--- src/rtl/v2dt_pkg.sv ---
// ----------------------------------------------------------------------------
// v2dt_pkg
// Shared types, constants and the Q1.14 sine table for the 2D vertex transform.
// ----------------------------------------------------------------------------
package v2dt_pkg;

    localparam int COORD_WIDTH = 16;
    localparam int FRAC_BITS   = 8;

    localparam int TRIG_FRAC   = 14;
    localparam int TRIG_W      = TRIG_FRAC + 2;   // signed, holds +/-1.0
    localparam int LUT_W       = TRIG_FRAC + 1;   // unsigned table entries

    localparam int MUL_W  = (COORD_WIDTH > TRIG_W) ? COORD_WIDTH : TRIG_W;
    localparam int PROD_W = COORD_WIDTH + MUL_W;
    localparam int SUM_W  = PROD_W + 2;

    localparam int CFG_DATA_W = (COORD_WIDTH > 9) ? COORD_WIDTH : 9;
    localparam int CFG_IDX_W  = 3;
    localparam int ANGLE_W    = 9;

    localparam int TDATA_W = ((2 * COORD_WIDTH + 7) / 8) * 8;

    localparam logic signed [SUM_W-1:0] SCALE_RND =
        (FRAC_BITS > 0) ? SUM_W'(64'd1 << (FRAC_BITS - 1)) : '0;
    localparam logic signed [SUM_W-1:0] TRIG_RND = SUM_W'(64'd1 << (TRIG_FRAC - 1));

    localparam logic signed [COORD_WIDTH-1:0] COORD_MAX = {1'b0, {(COORD_WIDTH-1){1'b1}}};
    localparam logic signed [COORD_WIDTH-1:0] COORD_MIN = {1'b1, {(COORD_WIDTH-1){1'b0}}};

    typedef enum logic [1:0] {
        MODE_TRANSLATE = 2'd0,
        MODE_SCALE     = 2'd1,
        MODE_ROTATE    = 2'd2,
        MODE_PASS      = 2'd3
    } mode_t;

    localparam logic [CFG_IDX_W-1:0] REG_MODE      = 3'd0;
    localparam logic [CFG_IDX_W-1:0] REG_PARAM_X   = 3'd1;
    localparam logic [CFG_IDX_W-1:0] REG_PARAM_Y   = 3'd2;
    localparam logic [CFG_IDX_W-1:0] REG_ANGLE_DEG = 3'd3;
    localparam logic [CFG_IDX_W-1:0] REG_CLOCKWISE = 3'd4;

    typedef struct packed {
        logic signed [TRIG_W-1:0] s;
        logic signed [TRIG_W-1:0] c;
    } trig_t;

    typedef struct packed {
        logic signed [COORD_WIDTH-1:0] val;
        logic                          clip;
    } sat_t;

    // round(16384 * sin(d)), d = 0..90
    function automatic logic [LUT_W-1:0] sin_lut(input logic [6:0] d);
        logic [LUT_W-1:0] v;
        case (d)
            7'd0:  v = 15'd0;     7'd1:  v = 15'd286;   7'd2:  v = 15'd572;
            7'd3:  v = 15'd857;   7'd4:  v = 15'd1143;  7'd5:  v = 15'd1428;
            7'd6:  v = 15'd1713;  7'd7:  v = 15'd1997;  7'd8:  v = 15'd2280;
            7'd9:  v = 15'd2563;  7'd10: v = 15'd2845;  7'd11: v = 15'd3126;
            7'd12: v = 15'd3406;  7'd13: v = 15'd3686;  7'd14: v = 15'd3964;
            7'd15: v = 15'd4240;  7'd16: v = 15'd4516;  7'd17: v = 15'd4790;
            7'd18: v = 15'd5063;  7'd19: v = 15'd5334;  7'd20: v = 15'd5604;
            7'd21: v = 15'd5872;  7'd22: v = 15'd6138;  7'd23: v = 15'd6402;
            7'd24: v = 15'd6664;  7'd25: v = 15'd6924;  7'd26: v = 15'd7182;
            7'd27: v = 15'd7438;  7'd28: v = 15'd7692;  7'd29: v = 15'd7943;
            7'd30: v = 15'd8192;  7'd31: v = 15'd8438;  7'd32: v = 15'd8682;
            7'd33: v = 15'd8923;  7'd34: v = 15'd9162;  7'd35: v = 15'd9397;
            7'd36: v = 15'd9630;  7'd37: v = 15'd9860;  7'd38: v = 15'd10087;
            7'd39: v = 15'd10311; 7'd40: v = 15'd10531; 7'd41: v = 15'd10749;
            7'd42: v = 15'd10963; 7'd43: v = 15'd11174; 7'd44: v = 15'd11381;
            7'd45: v = 15'd11585; 7'd46: v = 15'd11786; 7'd47: v = 15'd11982;
            7'd48: v = 15'd12176; 7'd49: v = 15'd12365; 7'd50: v = 15'd12551;
            7'd51: v = 15'd12733; 7'd52: v = 15'd12911; 7'd53: v = 15'd13085;
            7'd54: v = 15'd13255; 7'd55: v = 15'd13421; 7'd56: v = 15'd13583;
            7'd57: v = 15'd13741; 7'd58: v = 15'd13894; 7'd59: v = 15'd14044;
            7'd60: v = 15'd14189; 7'd61: v = 15'd14330; 7'd62: v = 15'd14466;
            7'd63: v = 15'd14598; 7'd64: v = 15'd14726; 7'd65: v = 15'd14849;
            7'd66: v = 15'd14968; 7'd67: v = 15'd15082; 7'd68: v = 15'd15191;
            7'd69: v = 15'd15296; 7'd70: v = 15'd15396; 7'd71: v = 15'd15491;
            7'd72: v = 15'd15582; 7'd73: v = 15'd15668; 7'd74: v = 15'd15749;
            7'd75: v = 15'd15826; 7'd76: v = 15'd15897; 7'd77: v = 15'd15964;
            7'd78: v = 15'd16026; 7'd79: v = 15'd16083; 7'd80: v = 15'd16135;
            7'd81: v = 15'd16182; 7'd82: v = 15'd16225; 7'd83: v = 15'd16262;
            7'd84: v = 15'd16294; 7'd85: v = 15'd16322; 7'd86: v = 15'd16344;
            7'd87: v = 15'd16362; 7'd88: v = 15'd16374; 7'd89: v = 15'd16382;
            7'd90: v = 15'd16384;
            default: v = 15'd0;
        endcase
        return v;
    endfunction

    // Quadrant folding onto the 0..90 table; angles past a full turn wrap once.
    function automatic trig_t trig_lookup(input logic [ANGLE_W-1:0] ang, input logic cw);
        logic [ANGLE_W-1:0] a;
        logic [ANGLE_W-1:0] is_idx;
        logic [ANGLE_W-1:0] ic_idx;
        logic               s_neg;
        logic               c_neg;
        logic signed [TRIG_W-1:0] s_mag;
        logic signed [TRIG_W-1:0] c_mag;
        trig_t t;
        a = (ang >= 9'd360) ? ang - 9'd360 : ang;
        if (a <= 9'd90) begin
            is_idx = a;           ic_idx = 9'd90 - a;  s_neg = 1'b0; c_neg = 1'b0;
        end else if (a <= 9'd180) begin
            is_idx = 9'd180 - a;  ic_idx = a - 9'd90;  s_neg = 1'b0; c_neg = 1'b1;
        end else if (a <= 9'd270) begin
            is_idx = a - 9'd180;  ic_idx = 9'd270 - a; s_neg = 1'b1; c_neg = 1'b1;
        end else begin
            is_idx = 9'd360 - a;  ic_idx = a - 9'd270; s_neg = 1'b1; c_neg = 1'b0;
        end
        s_mag = $signed({1'b0, sin_lut(is_idx[6:0])});
        c_mag = $signed({1'b0, sin_lut(ic_idx[6:0])});
        t.s = ((s_neg ^ cw) == 1'b1) ? -s_mag : s_mag;
        t.c = c_neg ? -c_mag : c_mag;
        return t;
    endfunction

endpackage

--- src/rtl/vertex_2d_transform.sv ---
// ----------------------------------------------------------------------------
// vertex_2d_transform
// Translate, scale or rotate one signed fixed-point 2D vertex per item.
// ----------------------------------------------------------------------------
//  channel   direction  handshake             payload
//  s_        in         s_tvalid / s_tready   s_tdata = {vy, vx}
//  m_        out        m_tvalid / m_tready   m_tdata = {ry, rx}, m_tuser = clipped
//  cfg_      in         cfg_valid / cfg_ready cfg_index, cfg_data
//
//  Three register stages: input, products, result. One item is taken every
//  cycle unless the output stalls; the multiplier stage sets the clock.
//  Each stage advances when the stage after it is empty or moving, so a full
//  result register still lets earlier stages fill before s_tready drops.
//  aresetn is synchronous; it clears the stage valids and the configuration registers.
//  cfg_ready is always high; the sine/cosine register is loaded from the angle register.
// ----------------------------------------------------------------------------
module vertex_2d_transform
    import v2dt_pkg::*;
(
    input  logic                   aclk,
    input  logic                   aresetn,

    input  logic                   s_tvalid,
    output logic                   s_tready,
    input  logic [TDATA_W-1:0]     s_tdata,    // vx, vy

    output logic                   m_tvalid,
    input  logic                   m_tready,
    output logic [TDATA_W-1:0]     m_tdata,    // rx, ry
    output logic                   m_tuser,    // clipped

    input  logic                   cfg_valid,
    output logic                   cfg_ready,
    input  logic [CFG_IDX_W-1:0]   cfg_index,
    input  logic [CFG_DATA_W-1:0]  cfg_data
);

    // configuration
    mode_t                         mode_reg;
    logic signed [COORD_WIDTH-1:0] param_x_reg;
    logic signed [COORD_WIDTH-1:0] param_y_reg;
    logic [ANGLE_W-1:0]            angle_reg;
    logic                          cw_reg;
    trig_t                         trig_reg;

    // pipeline
    logic                          v1_reg, v2_reg, v3_reg;
    logic signed [COORD_WIDTH-1:0] x1_reg, y1_reg, x2_reg, y2_reg;
    logic signed [PROD_W-1:0]      xc_reg, yc_reg, xs_reg, ys_reg;
    logic signed [COORD_WIDTH-1:0] rx_reg, ry_reg;
    logic                          clip_reg;

    logic                          en1, en2, en3;
    logic signed [MUL_W-1:0]       kx, ky;
    logic signed [PROD_W-1:0]      xc_next, yc_next, xs_next, ys_next;
    logic signed [SUM_W-1:0]       nx_wide, ny_wide;
    sat_t                          rx_next, ry_next;

    assign cfg_ready = 1'b1;
    assign en3       = !v3_reg || m_tready;
    assign en2       = !v2_reg || en3;
    assign en1       = !v1_reg || en2;
    assign s_tready  = en1;

    always_ff @(posedge aclk) begin
        if (!aresetn) begin
            mode_reg    <= MODE_TRANSLATE;
            param_x_reg <= '0;
            param_y_reg <= '0;
            angle_reg   <= '0;
            cw_reg      <= 1'b0;
            trig_reg    <= '0;
        end else begin
            trig_reg <= trig_lookup(angle_reg, cw_reg);
            if (cfg_valid && cfg_ready) begin
                case (cfg_index)
                    REG_MODE:      mode_reg    <= mode_t'(cfg_data[1:0]);
                    REG_PARAM_X:   param_x_reg <= cfg_data[COORD_WIDTH-1:0];
                    REG_PARAM_Y:   param_y_reg <= cfg_data[COORD_WIDTH-1:0];
                    REG_ANGLE_DEG: angle_reg   <= cfg_data[ANGLE_W-1:0];
                    REG_CLOCKWISE: cw_reg      <= cfg_data[0];
                    default: ;
                endcase
            end
        end
    end

    // stage 1: input register
    always_ff @(posedge aclk) begin
        if (!aresetn) begin
            v1_reg <= 1'b0;
        end else if (en1) begin
            v1_reg <= s_tvalid;
        end
    end

    always_ff @(posedge aclk) begin
        if (en1 && s_tvalid) begin
            x1_reg <= s_tdata[COORD_WIDTH-1:0];
            y1_reg <= s_tdata[2*COORD_WIDTH-1:COORD_WIDTH];
        end
    end

    // stage 2: products; scale reuses the cosine multipliers for the factors
    always_comb begin
        if (mode_reg == MODE_ROTATE) begin
            kx = MUL_W'(trig_reg.c);
            ky = MUL_W'(trig_reg.c);
        end else begin
            kx = MUL_W'(param_x_reg);
            ky = MUL_W'(param_y_reg);
        end
        xc_next = PROD_W'(x1_reg) * PROD_W'(kx);
        yc_next = PROD_W'(y1_reg) * PROD_W'(ky);
        xs_next = PROD_W'(x1_reg) * PROD_W'(trig_reg.s);
        ys_next = PROD_W'(y1_reg) * PROD_W'(trig_reg.s);
    end

    always_ff @(posedge aclk) begin
        if (!aresetn) begin
            v2_reg <= 1'b0;
        end else if (en2) begin
            v2_reg <= v1_reg;
        end
    end

    always_ff @(posedge aclk) begin
        if (en2 && v1_reg) begin
            x2_reg <= x1_reg;
            y2_reg <= y1_reg;
            xc_reg <= xc_next;
            yc_reg <= yc_next;
            xs_reg <= xs_next;
            ys_reg <= ys_next;
        end
    end

    // stage 3: combine, round half up (floor of biased value) in scale and rotate, saturate
    function automatic sat_t saturate(input logic signed [SUM_W-1:0] v);
        sat_t r;
        if ((&v[SUM_W-1:COORD_WIDTH-1]) || !(|v[SUM_W-1:COORD_WIDTH-1])) begin
            r.val  = v[COORD_WIDTH-1:0];
            r.clip = 1'b0;
        end else begin
            r.val  = v[SUM_W-1] ? COORD_MIN : COORD_MAX;
            r.clip = 1'b1;
        end
        return r;
    endfunction

    always_comb begin
        case (mode_reg)
            MODE_TRANSLATE: begin
                nx_wide = SUM_W'(x2_reg) + SUM_W'(param_x_reg);
                ny_wide = SUM_W'(y2_reg) + SUM_W'(param_y_reg);
            end
            MODE_SCALE: begin
                nx_wide = (SUM_W'(xc_reg) + SCALE_RND) >>> FRAC_BITS;
                ny_wide = (SUM_W'(yc_reg) + SCALE_RND) >>> FRAC_BITS;
            end
            MODE_ROTATE: begin
                nx_wide = (SUM_W'(xc_reg) - SUM_W'(ys_reg) + TRIG_RND) >>> TRIG_FRAC;
                ny_wide = (SUM_W'(xs_reg) + SUM_W'(yc_reg) + TRIG_RND) >>> TRIG_FRAC;
            end
            default: begin
                nx_wide = SUM_W'(x2_reg);
                ny_wide = SUM_W'(y2_reg);
            end
        endcase
        rx_next = saturate(nx_wide);
        ry_next = saturate(ny_wide);
    end

    always_ff @(posedge aclk) begin
        if (!aresetn) begin
            v3_reg <= 1'b0;
        end else if (en3) begin
            v3_reg <= v2_reg;
        end
    end

    always_ff @(posedge aclk) begin
        if (en3 && v2_reg) begin
            rx_reg   <= rx_next.val;
            ry_reg   <= ry_next.val;
            clip_reg <= rx_next.clip | ry_next.clip;
        end
    end

    assign m_tvalid = v3_reg;
    assign m_tdata  = TDATA_W'({ry_reg, rx_reg});
    assign m_tuser  = clip_reg;

    // ------------------------------------------------------------------------
    a_clip_at_rail: assert property (@(posedge aclk) disable iff (!aresetn)
        (m_tvalid && m_tuser) |-> (rx_reg == COORD_MAX || rx_reg == COORD_MIN ||
                                   ry_reg == COORD_MAX || ry_reg == COORD_MIN))
        else $error("clipped item without a saturated coordinate");

    a_ready_only_when_full: assert property (@(posedge aclk) disable iff (!aresetn)
        !s_tready |-> (v1_reg && v2_reg && v3_reg && !m_tready))
        else $error("input stalled while the pipeline has room");

    a_mid_stage_holds: assert property (@(posedge aclk) disable iff (!aresetn)
        (v2_reg && !en3) |=> (v2_reg && $stable(xc_reg) && $stable(ys_reg)))
        else $error("product stage changed while stalled");

endmodule
--- config.mk ---
export PLATFORM = sky130hd
export DESIGN_NAME = vertex_2d_transform
export DESIGN_NICKNAME = d
export VERILOG_FILES = /design/src/rtl/v2dt_pkg.sv /design/src/rtl/vertex_2d_transform.sv
export SDC_FILE = /design/constraint.sdc
export NUM_CORES = 2
export LEC_CHECK = 0
export CAP_MARGIN = 20
export CORE_ASPECT_RATIO = 1.1
export CORE_UTILIZATION = 50
export CTS_BUF_LIST = sky130_fd_sc_hd__clkbuf_2
export DETAILED_ROUTE_END_ITERATION = 8
export DONT_BUFFER_PORTS = 1
export HOLD_SLACK_MARGIN = 0.03
export PLACE_DENSITY = 0.68
export SYNTH_ARGS = -nofsm -noshare
export SYNTH_HDL_FRONTEND = slang
export SYNTH_SLANG_ARGS = --single-unit
export TNS_END_PERCENT = 100
--- constraint.sdc ---
create_clock -name aclk -period 14.62 [get_ports aclk]
set_input_delay 2.924 -clock aclk [delete_from_list [all_inputs] [get_ports aclk]]
set_output_delay 2.924 -clock aclk [all_outputs]
set_load 0.02 [all_outputs]
==> impl_metrics.json <==
{
  "fin_crit_ps": 9510,
  "timing.final.ws_setup_ps": 5110,
  "cp_max_fo": 55,
  "drc": 0,
  "clockBufferDepth": 3,
  "portBuffers": 0,
  "num_rows": 133,
  "cts_buffers": 89,
  "syn-num-nets": 8340,
  "critPathTopFamily": "adder cells",
  "ys.flop_type": "edfxtp_1",
  "hpwl_um": 130000,
  "layout_commonest_cell": "inv_1",
  "seq_area_frac_synth_pct": 13.7,
  "final-hold-violation-count": 0,
  "async_flop_share_pct": 0,
  "fin_crit_sh_pct": 65.0,
  "io_pins": 92,
  "cts_post_setup_buffers_inserted": 0,
  "leakagePower_nw": 30.3,
  "max_stage_delay_ps": 630,
  "core-area_mm2": 0.120,
  "synth_seq_cells": 304,
  "die_h_um": 368,
  "grt_pass1_wl_um": 276000,
  "path_clk_slew_ps": 90,
  "grt_pass1_vias": 49200,
  "synth_edf_count": 225,
  "required_ps": 15730,
  "syn_avg_cell_area_um2": 9.08,
  "cts_root_buf": "clkbuf_2",
  "worst_path_max_delay_cell": "nand2_1",
  "ir_drop_v": 0.000127,
  "fp.dieW_um": 335,
  "insertion_delay_ps": 1390,
  "grt_overflow": 0,
  "path_common_cell": "fa_1",
  "power_density_mw_per_mm2": 115,
  "gp_congestion": 0.956,
  "grt_max_degree": 154,
  "layout_common_cells": "1,239 x inv_1, 1,050 x fa_1, 897 x nand2_1",
  "pre_cts_slack_ps": 5260,
  "vias_per_cell": 5.71,
  "via_count": 47200,
  "start_util_pct": 50.7,
  "nets": 8200,
  "path_buf_inv": 6,
  "dieArea_mm2": 0.123,
  "max_freq_mhz": 105,
  "netlist_instances": 6713,
  "min_path_type": "flip-flop to flip-flop",
  "fin_skew_ps": 98.4,
  "status": "finished clean",
  "dr.pass1.iters": 6,
  "fillers": 11100,
  "crit_type": "flip-flop to flip-flop",
  "antenna_found_initial": 12,
  "drtIter0Drc": 4017,
  "clock-sinks": 304,
  "postCtsHoldBufs": 0,
  "grt_usage_pct": 28.9,
  "area_growth_pct": 3.86,
  "synth_cell_types": 112,
  "relSlewSlack_pct": 17.8,
  "ys_warn_count": 0,
  "crit_path_start_kind": "flip-flop",
  "endpoint_kind": "flip-flop",
  "slew_viol_final": 0,
  "setup_viol": 0,
  "critPathArrivalTime_ps": 10620,
  "worst_pin_slew_ps": 1230,
  "drv_cap": 0,
  "htree_levels": 3,
  "grt_setup_unrepaired": "no",
  "cts_tree": "yes",
  "cts_resized": 0,
  "layout-drive-gt1-share_pct": 5.18,
  "routedWlPerCell_um": 20.9,
  "syn_area_mm2": 0.0609,
  "routed_wl_um": 173000,
  "ant_nets": 0,
  "setup_tns_ps": 0
}
-- synth_stat cells (all sizes together), types with 24 or more instances --
cell type / count / area share [%]
nand4: 40 / 0.42
xnor2: 187 / 2.7
o211ai: 52 / 0.67
a21oi: 241 / 2.0
ha: 521 / 11
buf: 69 / 0.69
o21a: 26 / 0.32
nor2b: 76 / 0.78
nand2b: 47 / 0.48
o21ai: 125 / 1.1
nor4: 24 / 0.30
mux2i: 40 / 0.66
nand3: 125 / 1.0
or3: 31 / 0.33
fa: 1050 / 34
a31oi: 35 / 0.42
a21o: 41 / 0.51
and3: 39 / 0.40
nor3: 104 / 0.90
clkbuf: 251 / 1.5
o31ai: 34 / 0.43
and2: 388 / 4.0
xor2: 65 / 0.93
nor2: 256 / 1.6
nand2: 897 / 5.5
edfxtp: 225 / 11
a211oi: 56 / 0.71
dfxtp: 79 / 2.6
inv: 1242 / 7.7
or2: 33 / 0.35
-- power breakdown --
part | internal (W) | switching (W) | leakage [nW]
clock | 0.000323 | 0.000454 | 0.666
sequential | 0.00123 | 0.000102 | 2.78
combinational | 0.00213 | 0.00306 | 26.9
total | 0.00368 | 0.00362 | 30.3
-- final timing paths --
check            startpoint             end  slack (ps)  cells past startpoint
max             mode_reg[1]      xc_reg[31]        5110                     29
min          param_x_reg[4]  param_x_reg[4]         500                      2
max reg2reg     mode_reg[1]      xc_reg[31]        5110                     29
min reg2reg  param_x_reg[4]  param_x_reg[4]         500                      2
-- layer usage --
layer | share of wire (%) | vias up | GRT usage (%)
met5 | 0.031 | - | 0
met4 | 5.8 | 10 | 14.7
met3 | 7.6 | 423 | 5.02
met2 | 47 | 1848 | 46.9
met1 | 40 | 23700 | 37.2
li1 | - | 21200 | -
-- through the flow --
step | area [um2] | hold WS, ps | power, W | std cells | util (%)
after CTS | 63300 | 507 | 0.00730 | 8263 | 52.6
after global placement | 62300 | 482 | 0.00635 | 8101 | 51.9
after global routing | 63300 | 525 | 0.00808 | 8269 | 52.7
after detailed placement | 62300 | 491 | 0.00648 | 8101 | 51.9
after floorplan | 60900 | 454 | 0.00523 | 6713 | -
final | 63300 | 504 | 0.00730 | 8275 | 52.7
-- worst register-to-register path, delay by kind of cell (launching register included) --
kind	cells	cell delay, ps
flops	1	320
simple gates	7	1670
compound gates	8	2390
xor+xnor	1	90
fa+ha+maj	7	3430
buf+inv	6	1400
-- logic make-up (layout without fill, tap and decap cells) --
kind of cell	count (synthesis)	in the layout	share of synthesized area [%]
AOI/OAI and AO/OA	858	858	9.74
xor gates and xnor gates	252	252	3.62
adders and majority gates	1572	1572	45.2
buffers and inverters	1566	1497	9.91
DFF	304	304	13.7
muxes	61	61	1.20
other	1	12	0.00615
and+or+nand+nor	2099	2099	16.6
-- area by class of cell --
class,count,area (um2),area share [%]
diodes,11,27.5,0.0435
well taps,1620,2030,3.20
inverters,1246,4680,7.39
clock inverters,41,324,0.512
clock buffers,121,606,0.957
repair buffers,89,681,1.08
flip-flops and latches,304,8340,13.2
multi-input cells,4843,46600,73.6
No activity file was read; power rests on OpenSTA's default activity.
